<file path="src/hw/rtl/cpt_pkg.sv">
// Shared types and constants for the closest point on triangle block.
package cpt_pkg;

  localparam int COORD_W = 32;              // Q16.16 coordinate
  localparam int DIFF_W  = COORD_W + 1;     // difference of two coordinates
  localparam int QDEPTH  = 4;               // words held between front and back
  localparam int QPTR_W  = $clog2(QDEPTH);

  typedef logic [2:0][COORD_W-1:0] coord3_t;
  typedef logic [2:0][DIFF_W-1:0]  diff3_t;

  // Raw input word: three vertices and the query point
  typedef struct packed {
    coord3_t a;
    coord3_t b;
    coord3_t c;
    coord3_t q;
  } tri_pt_t;

  // Queued word: raw points plus edge vectors from vertex A
  typedef struct packed {
    tri_pt_t pt;
    diff3_t  ab;
    diff3_t  ac;
    diff3_t  aq;
  } item_t;

  typedef enum logic [1:0] {
    REG_INSIDE = 2'd0,
    REG_AC     = 2'd1,
    REG_AB     = 2'd2,
    REG_BC     = 2'd3
  } region_t;

endpackage

</file>
<file path="src/hw/rtl/cpt_queue.sv">
// Short FIFO of words between the front end and the back end.
module cpt_queue (
  input  logic           clk,
  input  logic           rst_n,
  input  logic           push,
  input  cpt_pkg::item_t wr_item,
  output logic           full,
  input  logic           pop,
  output logic           vld,
  output cpt_pkg::item_t rd_item
);
  import cpt_pkg::*;

  item_t             mem_r [QDEPTH];
  logic [QPTR_W-1:0] wr_ptr_r, wr_ptr_nxt;
  logic [QPTR_W-1:0] rd_ptr_r, rd_ptr_nxt;
  logic [QPTR_W:0]   cnt_r, cnt_nxt;

  assign full    = (cnt_r == (QPTR_W+1)'(QDEPTH));
  assign vld     = (cnt_r != '0);
  assign rd_item = mem_r[rd_ptr_r];

  // Pointer and fill count update
  always_comb begin
    wr_ptr_nxt = push ? wr_ptr_r + 1'b1 : wr_ptr_r;
    rd_ptr_nxt = pop  ? rd_ptr_r + 1'b1 : rd_ptr_r;
    cnt_nxt    = cnt_r + (QPTR_W+1)'(push) - (QPTR_W+1)'(pop);
  end

  always_ff @(posedge clk) begin
    if (!rst_n) begin
      wr_ptr_r <= '0;
      rd_ptr_r <= '0;
      cnt_r    <= '0;
    end else begin
      wr_ptr_r <= wr_ptr_nxt;
      rd_ptr_r <= rd_ptr_nxt;
      cnt_r    <= cnt_nxt;
    end
  end

  always_ff @(posedge clk) begin
    if (push) begin
      mem_r[wr_ptr_r] <= wr_item;
    end
  end

endmodule

</file>
<file path="config.mk">
export PLATFORM = sky130hd
export DESIGN_NAME = cpt_queue
export DESIGN_NICKNAME = d
export VERILOG_FILES = /design/src/hw/rtl/cpt_pkg.sv /design/src/hw/rtl/cpt_queue.sv
export SDC_FILE = /design/constraint.sdc
export NUM_CORES = 2
export LEC_CHECK = 0
export BUFFER_PORTS_ARGS = -buffer_cell sky130_fd_sc_hd__buf_4
export CAP_MARGIN = 20
export CORE_AREA = 2 2 538 540
export DETAILED_ROUTE_END_ITERATION = 7
export DIE_AREA = 0 0 540 542
export PLACE_DENSITY = 0.52
export SYNTH_ARGS = -nofsm -noshare
export SYNTH_HDL_FRONTEND = slang
export SYNTH_SLANG_ARGS = --single-unit
</file>
<file path="constraint.sdc">
create_clock -name clk -period 23.1 [get_ports clk]
set_input_delay 4.62 -clock clk [delete_from_list [all_inputs] [get_ports clk]]
set_output_delay 4.62 -clock clk [all_outputs]
set_load 0.01 [all_outputs]
</file>
Word-level counts from Yosys, hierarchy flattened
Memory sizes are Yosys's and may differ from the RTL's. A register that Yosys moved wholly into a read port is not among the register bits. Index checks and enable logic that the tools add are counted. W data, S select, Z words.

Add/sub/neg operators: 4. Multiply operators: 0. Divide/modulo/power cells: 0. Order comparisons: 0. Eq/ne operators: 1. Shifts and indexed selects: 0. Multiplexer cells: 4. Bitwise operators: 0. Reductions and logical operators: 1.

Operators by type and width (number): $add A2 B1 Y2 const B (2); $mux W2 (2); $add A3 B1 Y3 (1); $eq A3 B3 Y1 const B (1); $reduce_bool A3 Y1 (1); $sub A3 B1 Y3 (1); $mux W1 (2).

Register bits: 7. Latch bits: 0. Bits in writable memories: 2724. Bits in read-only memories: 0. Input bits: 685. Output and inout port bits: 683. Logic and storage cells: 14. Memories kept: 1.

Memories: mem_r (words 4, width 681, rd ports 1, clocked after memory_dff 1, write ports 1, line cpt_queue.sv:14) `item_t mem_r [QDEPTH];`.

Depth between registers and ports, before layout
Depth after elaboration: 3. Mapped depth: 7. Gate-level depth less buffers: 7.

Worst setup path after synthesis
Ideal clock, no wire load.

Path kind: input-to-reg. From: input port push. To: memory mem_r[0][0] in the netlist's numbering, enable pin. Library setup time: 1134 ps. Arrival time: 19878 ps. Required time: 21966 ps. Slack: 2088 ps. Cell stages on the path: 1. Path buffers: 0. Path through: and2_1.

Word-level cells in the longest chain between the ends: 2.

RTL lines: start: declaration (line cpt_queue.sv:5) `input logic push,`; $mux W1 (line cpt_queue.sv:43) `if (push) begin`; $mux W1 (implied by the code) (line cpt_queue.sv:44) `mem_r[wr_ptr_r] <= wr_item;`; end: declaration (line cpt_queue.sv:14).

No other way between the ends.

==> out/qor.txt <==
Max FO, Critical Path: 104
Routed WL: 267 mm
Pins Over Slew Limit: 0
switching share of power: 23.1%
post-route ant nets: 0
worst clock skew: 39.5 ps
number of port buffers: 1367
post-cts hold buffer count: 0
Yosys top cell area share: 83.2%
sequential power share: 50.3%
post-synthesis sequential area ratio: 83.4%
Die W: 540 µm
synth top area cells: edfxtp_1 83%, mux4_2 16%, buf_2 0.42%
Maximum Capacitance Violations: 0
Placed Cells: 8666
Crit Path Class: flip-flop to primary output
vias: 45.6k
Worst Path Required: 18480 ps
Avg WL per Cell: 28.8 µm
clock latency on the worst-skew pair: 880 ps
Final Setup Violations: 0
count leader, synth: edfxtp_1
most common cell type on the critical path: buf_4
Hold Vio Cnt, Final: 0
Synth top cells by count: 2724 x edfxtp_1, 681 x mux4_2, 82 x buf_2
sequential standard cell area: 0.0820 mm²
GRT met3 Usage: 7.04%
CP startpoint kind: flip-flop
crit share post-route: 45.1%
CTS tree: built
initial antenna violation count: 92
GR Util met2: 29.0%
Initial DRT Pass Iterations: 4
Detailed Route Iter0 Violations: 3423
Worst VDD drop: 0.0000678 V
grt peak-use layer: met2
Fmax achieved: 96.0 MHz
RSZ-0062 raised after global routing: no
#FFs+latches synth: 2733
Comb power frac: 10.7%
Post-synth ARST share: 0%
multi-input logic area: 0.0156 mm²
fin cells: 9245
Primary FF master, synth: edfxtp_1
CTS Buf Count: 300
Clock Pin Slew Worst Setup and Hold Paths: 60 ps
CORE AREA: 0.287 mm²
H-tree levels: 5
setup TNS: 0 ps
DIE HEIGHT: 542 µm
Max stage delay cell, worst path: dfxtp_4
largest net degree at the start of global routing: 144
final-stage net count: 5879
setup repair bufs after CTS: 0
GRT Overall Usage: 17.8%
Mapped Nets: 4292
largest area contributor in the netlist: edfxtp_1
HPWL Detailed: 178 mm
number of synthesized flops with an enable pin: 2724
global-route wire length before repair: 371 mm
vias in the first global route: 47.7k
Internal Pwr Total: 8.81 mW
CP Capture Type: primary output
Critical Path AT: 5790 ps
Final Critical Period: 10410 ps
CTS resizes: 0
M1 GR Usage: 21.3%
mean post-synth cell area: 27.3 µm²
CTS max path bufs: 4
Largest stage delay, worst path: 950 ps
Remaining DRCs: 0
worst-margin pin slew: 1240 ps
gr ovfl total: 0
PD cells: 93.5 mW/mm²
Mapped Area: 0.0984 mm²
CTS root buffer: clkbuf_16
Design Area, Final: 0.123 mm²
worst min path class: flip-flop to flip-flop
run status: finished, final reports clean
share of cells above drive strength 1: 46.5%
Cells after Synth: 3600
vias per cell: 4.94
Netlist cell types: 21
placed cell areas: 0.113 mm²
Cell Rows: 197
CTS sink count: 2733
Fill cells: 24.8k
Max transition margin: 17.6%
Area growth syn-to-layout: 24.6%
Psw: 2.65 mW
worst-path cell chain: buf_4, buf_4, buf_12, buf_4, mux4_2, buf_4
Clk network pwr share: 39.0%
leakage: 40.4 nW
initial core utilization: 34.3%
routability cong.: 0.798
I/O Pins: 1368
DIE AREA: 0.293 mm²
Ys Warns: 0
[worst max-delay path, delay by kind of cell (launching register included)]
| kind | cells | cell delay (ps) |
|---|---|---|
| buf+inv | 5 | 3080 |
| flops | 1 | 950 |
| mux | 1 | 630 |
[state kept, by name, indices dropped and copies added (netlist names), named ones only]
name	count
mem_r	2724
wr_ptr_r	2
cnt_r	3
rd_ptr_r	2
[logic make-up after synthesis]
kind of cell,Yosys count,synth area share [%]
simple gates,14,0.0776
compound gates,2,0.0153
mux,682,15.6
fa+ha+maj,7,0.0967
flops,2733,83.4
xor+xnor,3,0.0420
buf+inv,159,0.810
[worst paths after layout]
path / start / endpoint / slack [ps] / cells after the start
setup / recovery: flip-flop / rd_item[370] / 12690 / 6
hold / removal: rd_ptr_r[1] / flip-flop / 530 / 2
setup reg to reg: wr_ptr_r[0] / mem_r[2][55] / 17640 / 8
hold reg to reg: rd_ptr_r[1] / flip-flop / 530 / 2
[area by class of cell]
class                           instances  area share [%]
Timing Repair Buffer                 1437            8.92
Clock buffer                          378            6.40
Antenna cell                           44          0.0899
Tap cell                             3781            3.86
Inverter                                7          0.0214
Sequential cell                      2733            66.9
Clock inverter                        157            1.07
Multi-Input combinational cell        708            12.7
[layer usage]
metal,part of all wire (%),vias up
met1,38,24400
met5,0.14,-
met2,49,1662
met4,3.5,58
li1,-,19000
met3,9.8,477
[metrics by stage]
| stage | hold WS [ps] | power, mW | setup slack [ps] | util (%) |
|---|---|---|---|---|
| CTS | 533 | 11.6 | 12300 | 42.7 |
| global route | 597 | 11.9 | 12000 | 42.7 |
| finish | 531 | 11.5 | 12690 | 42.7 |
| global placement | 503 | 7.11 | 13230 | 39.5 |
| floorplan | 499 | 6.59 | 2090 | - |
| detailed placement | 524 | 7.12 | 13250 | 39.5 |
[power by group through the flow]
stage,Clock [mW],Combinational (mW),Sequential [mW]
5_1_grt,4.78,1.31,5.77
6_report,4.47,1.23,5.76
3_5_place_dp,0,1.26,5.87
3_3_place_gp,0,1.26,5.86
4_1_cts,4.60,1.26,5.76
2_1_floorplan,0,0.575,6.01
[cells in the final DEF, fill, tap and decap left out, types with 44 or more instances in the layout]
| master | synthesis | routed |
|---|---|---|
| clkinv_1 | 0 | 62 |
| buf_4 | 4 | 1426 |
| clkbuf_1 | 6 | 76 |
| edfxtp_1 | 2724 | 2724 |
| mux4_2 | 681 | 681 |
| clkinv_2 | 0 | 51 |
| clkbuf_16 | 0 | 302 |
| diode_2 | 0 | 44 |
Note: power is estimated with default switching activity, not from simulation.
