File: config.mk
export PLATFORM = sky130hd
export DESIGN_NAME = cpt_front
export DESIGN_NICKNAME = d
export VERILOG_FILES = /design/src/hw/rtl/cpt_pkg.sv /design/src/hw/rtl/cpt_front.sv
export SDC_FILE = /design/constraint.sdc
export NUM_CORES = 1
export LEC_CHECK = 0
export BUFFER_PORTS_ARGS = -buffer_cell sky130_fd_sc_hd__buf_4
export CAP_MARGIN = 30
export CORE_AREA = 2 2 411 413
export CTS_CLUSTER_SIZE = 14
export DETAILED_ROUTE_END_ITERATION = 10
export DIE_AREA = 0 0 413 415
export GPL_TIMING_DRIVEN = 0
export PLACE_DENSITY = 0.48
export SLEW_MARGIN = 0
export SYNTH_ARGS = -nofsm -noshare
export SYNTH_HDL_FRONTEND = slang
export SYNTH_SLANG_ARGS = --single-unit
File: constraint.sdc
create_clock -name clk -period 36.7 [get_ports clk]
set_input_delay 1.835 -clock clk [delete_from_list [all_inputs] [get_ports clk]]
set_output_delay 1.835 -clock clk [all_outputs]
set_load 0.02 [all_outputs]
File: src/hw/rtl/cpt_pkg.sv
// Shared types and constants for the closest point on triangle block.
package cpt_pkg;

  localparam int COORD_W = 32;              // Q16.16 coordinate
  localparam int DIFF_W  = COORD_W + 1;     // difference of two coordinates
  localparam int QDEPTH  = 4;               // words held between front and back
  localparam int QPTR_W  = $clog2(QDEPTH);

  typedef logic [2:0][COORD_W-1:0] coord3_t;
  typedef logic [2:0][DIFF_W-1:0]  diff3_t;

  // Raw input word: three vertices and the query point
  typedef struct packed {
    coord3_t a;
    coord3_t b;
    coord3_t c;
    coord3_t q;
  } tri_pt_t;

  // Queued word: raw points plus edge vectors from vertex A
  typedef struct packed {
    tri_pt_t pt;
    diff3_t  ab;
    diff3_t  ac;
    diff3_t  aq;
  } item_t;

  typedef enum logic [1:0] {
    REG_INSIDE = 2'd0,
    REG_AC     = 2'd1,
    REG_AB     = 2'd2,
    REG_BC     = 2'd3
  } region_t;

endpackage

File: src/hw/rtl/cpt_front.sv
// Front end: takes input words, forms the edge vectors, hands words to the queue.
module cpt_front (
  input  logic             clk,
  input  logic             rst_n,
  input  logic             start,
  output logic             busy,
  input  cpt_pkg::tri_pt_t in_pt,
  input  logic             q_full,
  output logic             q_push,
  output cpt_pkg::item_t   q_item
);
  import cpt_pkg::*;

  logic  stg_vld_r, stg_vld_nxt;
  item_t stg_r, stg_nxt;
  logic  accept;

  assign busy   = stg_vld_r & q_full;
  assign accept = start & ~busy;
  assign q_push = stg_vld_r & ~q_full;
  assign q_item = stg_r;

  // Edge vectors AB, AC, AQ at one extra bit
  always_comb begin
    stg_nxt    = stg_r;
    stg_nxt.pt = in_pt;
    for (int i = 0; i < 3; i++) begin
      stg_nxt.ab[i] = DIFF_W'($signed(in_pt.b[i])) - DIFF_W'($signed(in_pt.a[i]));
      stg_nxt.ac[i] = DIFF_W'($signed(in_pt.c[i])) - DIFF_W'($signed(in_pt.a[i]));
      stg_nxt.aq[i] = DIFF_W'($signed(in_pt.q[i])) - DIFF_W'($signed(in_pt.a[i]));
    end
  end

  assign stg_vld_nxt = accept | (stg_vld_r & q_full);

  always_ff @(posedge clk) begin
    if (!rst_n) begin
      stg_vld_r <= 1'b0;
    end else begin
      stg_vld_r <= stg_vld_nxt;
    end
  end

  always_ff @(posedge clk) begin
    if (accept) begin
      stg_r <= stg_nxt;
    end
  end

endmodule

-- Yosys cells after proc, flatten, opt, wreduce, memory -nomap -nowiden
Index checks and enable logic that the tools add are counted.
- register bits after elaboration: 682
- bits of input ports: 388
- output and inout bits: 683
- word-level logic and storage cells: 37
- $add $sub $neg: 9
- bitwise operators: 6
- operators by type and width (operator ; number):
    $sub 32x32->33 ; 9
    $and 1x1->1 ; 3
    $not 1->1 ; 2
    $or 1x1->1 ; 1

-- Longest topological paths before layout
- depth in word-level cells: 4
- gate-level depth with buffers: 12
- mapped depth without buffers: 12

-- Worst setup path after synthesis
OpenSTA, ideal clock, no wires.
- path kind: input to register
- start point: in q_full
- end point: reg stg_r, in the netlist q_item[0] (enable)
- library setup time: 1.808 ns
- data arrival time: 31.670 ns
- required time: 34.892 ns
- path slack: 3.222 ns
- cell stages on the path: 2
- buffers on the path: 0
- cell sequence: and2_1 > nor2b_1
- word-level cells in the longest chain between the ends: 3
- ends and longest elaborated chain (what ; line ; source):
    start, declared ; cpt_front.sv:8 ; input logic q_full,
    $and 1x1->1 ; cpt_front.sv:18 ; assign busy = stg_vld_r & q_full;
    $not 1->1 ; cpt_front.sv:19 ; assign accept = start & ~busy;
    $and 1x1->1 ; cpt_front.sv:19 ;
    named net accept ; cpt_front.sv:16 ; logic accept;
    end signal, assigned ; cpt_front.sv:46 ; stg_r <= stg_nxt;
    end, declared ; cpt_front.sv:15 ; item_t stg_r, stg_nxt;
The timed path passes the listed nets, and every way through them passes these cells.
A chain may end at the register's enable or synchronous reset.

==> out/metrics.csv <==
stage,metric,value,unit
outcome,status,completed,
route,Via Count,27500,
clock_tree,CTS tree,done,
floorplan,Core Rows,150,
synthesis,Post-synth EDFFs,681,
sta,Worst-Margin Slew,1.07,ns
grt,gr ovfl total,0,
sta,final hold viol count,0,
clock_tree,post-CTS sizing,0,
cells_and_area,"non-filler cells, final",6294,
grt,vias in the first global route,27300,
route,via/cell ratio,4.37,
clock_tree,total CTS buffers,86,
synthesis,synth unique cells,72,
synthesis,top cell type's share of synthesized area,58.1,%
synthesis,most frequent cells after synthesis,"edfxtp_1 (681), ha_1 (288), a21oi_1 (237), inv_1 (204), nor2_1 (168)",
pwr,Sw Pwr,0.750,mW
hold_path,Worst Hold End,stg_vld_r,
synthesis,top post-synthesis cells by area,"edfxtp_1 (58%), ha_1 (10%), xnor2_1 (4.1%), a21oi_1 (3.4%), a21o_1 (3.2%)",
grt,initial antenna violation count,9,
route,wire per inst,21.8,um
place,Final HPWL DP,114,mm
clock_tree,CTS Hold Bufs,0,
floorplan,DIE WIDTH,413,um
place,DP Cell Count,6130,
sta,Final setup viols,0,
sta,Slew Limit Fails,0,
cells_and_area,post-route design area,49400,um^2
sta,Worst slew margin,26.9,%
floorplan,Core ar.,167000,um^2
grt,All-Layer GR Usage,15.4,%
floorplan,Initial Utilization,21.1,%
synthesis,Post-Syn Instances,2828,
clock_tree,clock latency at the later pin of the worst-skew pair,0.71,ns
sta,Tmin final,4.98,ns
route,drc violations,0,
route,Iter 0 DRT Violations,1577,
pwr,clock share of power,35.9,%
place,Port Buffers,1070,
sta,Achievable Freq,201,MHz
synthesis,ys async rst share,0,%
clock_tree,"CTS clk-pin slew, worst paths",0.06,ns
grt,first-pass GRT wire length,191,mm
hold_path,hold crit path type,flop to flop,
critical_path,crit path max fanout,5,
route,number of iterations in the first detailed-routing pass,5,
sta,period utilization,13.6,%
hold_path,hold path startpoint,stg_vld_r,
synthesis,post-synth top area cell,edfxtp_1,
critical_path,R2R Setup Slk,33.69,ns
pwr,pwr/cell area,49.4,nW/um^2
pwr,total power,2.44,mW
pwr,part of the power in combinational logic,24.3,%
cells_and_area,Final #Nets,4701,
floorplan,DIE AREA,171000,um^2
synthesis,Yosys reg bits,682,
place,Final Wtd Congestion,0.847,
pwr,Sw Share,30.7,%
critical_path,Reg2Reg Capture Point,q_item[643],
critical_path,Worst setup EP type,flop,
pwr,sequential power share,39.9,%
critical_path,CP Class,primary input to flop,
sta,Layout Skew,0.0188,ns
sta,RSZ-0062 raised after global routing,no,
route,Post-DRT Antenna Nets,0,
synthesis,sequential share of the synthesized area,58.2,%
synthesis,"Cell Area, Synth",35200,um^2
cells_and_area,synth-to-layout area growth,40.4,%
clock_tree,root buf cell,clkbuf_16,
critical_path,Worst Reg-to-Reg Cells,8,
clock_tree,clock sink count,682,
critical_path,Worst Path Arrival,5.56,ns
critical_path,CP Launch Type,primary input,
synthesis,most common flop cell mapped by yosys,edfxtp_1,
run,Max Cap Viol,0,
hold_path,hold depth,2,
synthesis,"Net Count, Synth",3513,
synthesis,Syn Area/Cell,12.4,um^2
clock_tree,"Setup Fix Bufs, Post-CTS",0,
sta,hold_ws,0.703,ns
clock_tree,clk buf depth,3,
cells_and_area,share of layout cells above drive strength 1,31.0,%
floorplan,num ports,1071,
clock_tree,H-tree levels,3,
critical_path,required time of the critical path,37.27,ns
floorplan,Chip Height,415,um
place,placed cell area,46500,um^2
grt,largest net degree at the start of global routing,37,
synthesis,Synth Warn #,0,
pwr,Peak VDD IR,41.1,uV
route,DRT Wirelength,137,mm
pwr,cell internal pwr,1.69,mW
critical_path,worst r2r src,stg_vld_r,
pwr,LEAKAGE,21.0,nW
synthesis,most numerous cell in the Yosys netlist,edfxtp_1,
how the worst max path moves through the flow:
stage,from,to,slack (ns),depth (start not counted)
2_1_floorplan,q_full,q_item[0],3.22,2
3_5_place_dp,in_pt[353],q_item[190],30.93,13
5_1_grt,in_pt[353],q_item[190],31.35,14
4_1_cts,in_pt[353],q_item[190],31.74,13
6_report,in_pt[353],q_item[190],31.72,14
3_3_place_gp,q_full,q_item[455],-13.45,3
cell type report:
cell class                      instances  area [um^2]
Sequential cell                       682        20500
Clock buffer                           95         2210
Antenna cell                            1         2.50
Fill cell                           17200       117000
Buffer                                 31          118
Clock inverter                         66          701
Inverter                              204          766
Multi-Input combinational cell       1911        13900
Tap cell                             2204         2760
Timing Repair Buffer                 1100         8550
sequential cells by signal, summed over array words and instances (netlist names):
signal,cells
stg_vld_r,1
q_item,681
cell usage in the layout (no fill, tap or decap), types with 52 or more instances in the layout:
cell type	instances
xor2_1	60
edfxtp_1	681
nor2_1	168
a21o_1	152
clkbuf_16	87
o21a_1	52
nand2_1	142
xnor2_1	163
o21ai_0	130
a21oi_1	237
inv_1	204
buf_4	1073
ha_1	288
power by group through the flow:
stage | logic, mW | registers (mW) | clock network, mW
global route | 0.639 | 0.980 | 0.931
CTS | 0.598 | 0.974 | 0.906
finish | 0.592 | 0.973 | 0.875
floorplan | 0.236 | 1.12 | 0
detailed placement | 0.595 | 0.989 | 0
global placement | 0.585 | 1.06 | 0
layer usage:
layer	routed length (um)	vias up	track usage [%]	share of wire, %
li1	-	13100	-	-
met1	54300	13300	17.6	40
met2	69600	910	27.4	51
met3	8810	160	3.78	6.4
met4	4520	4	5.94	3.3
met5	29	-	0	0.021
kinds of logic (layout without fill, tap and decap cells):
kind of cell             count (synthesis)  after routing  share of synthesized area (%)
multiplexers                             2              2                         0.0640
buffers and inverters                  235           1496                           2.51
XOR/XNOR                               223            223                           5.55
AND/OR/NAND/NOR                        583            583                           7.94
adder cells (fa/ha/maj)                297            297                           10.8
other                                    0              1                              0
flip-flops                             682            682                           58.2
AO/OA/AOI/OAI                          806            806                           15.0
metrics by stage:
step | utilization, % | worst slack (ns) | setup TNS (ns)
2_1_floorplan | - | 3.22 | 0
3_3_place_gp | 27.6 | -13.45 | -8996.24
3_5_place_dp | 27.9 | 30.93 | 0
4_1_cts | 29.6 | 31.74 | 0
5_1_grt | 29.7 | 31.35 | 0
6_report | 29.7 | 31.72 | 0
worst max-delay path: stages:
cell       delay (ns)
buf_4            0.14
inv_1            0.10
ha_1             0.27
nor2b_1          0.12
o21ai_0          0.10
a21boi_0         0.57
o2111ai_1        0.29
a211oi_1         0.51
o31ai_1          0.15
buf_2            0.20
o21ai_1          0.45
a21oi_1          0.16
xnor2_1          0.43
buf_6            0.21
No activity file was read; power rests on OpenSTA's default activity.
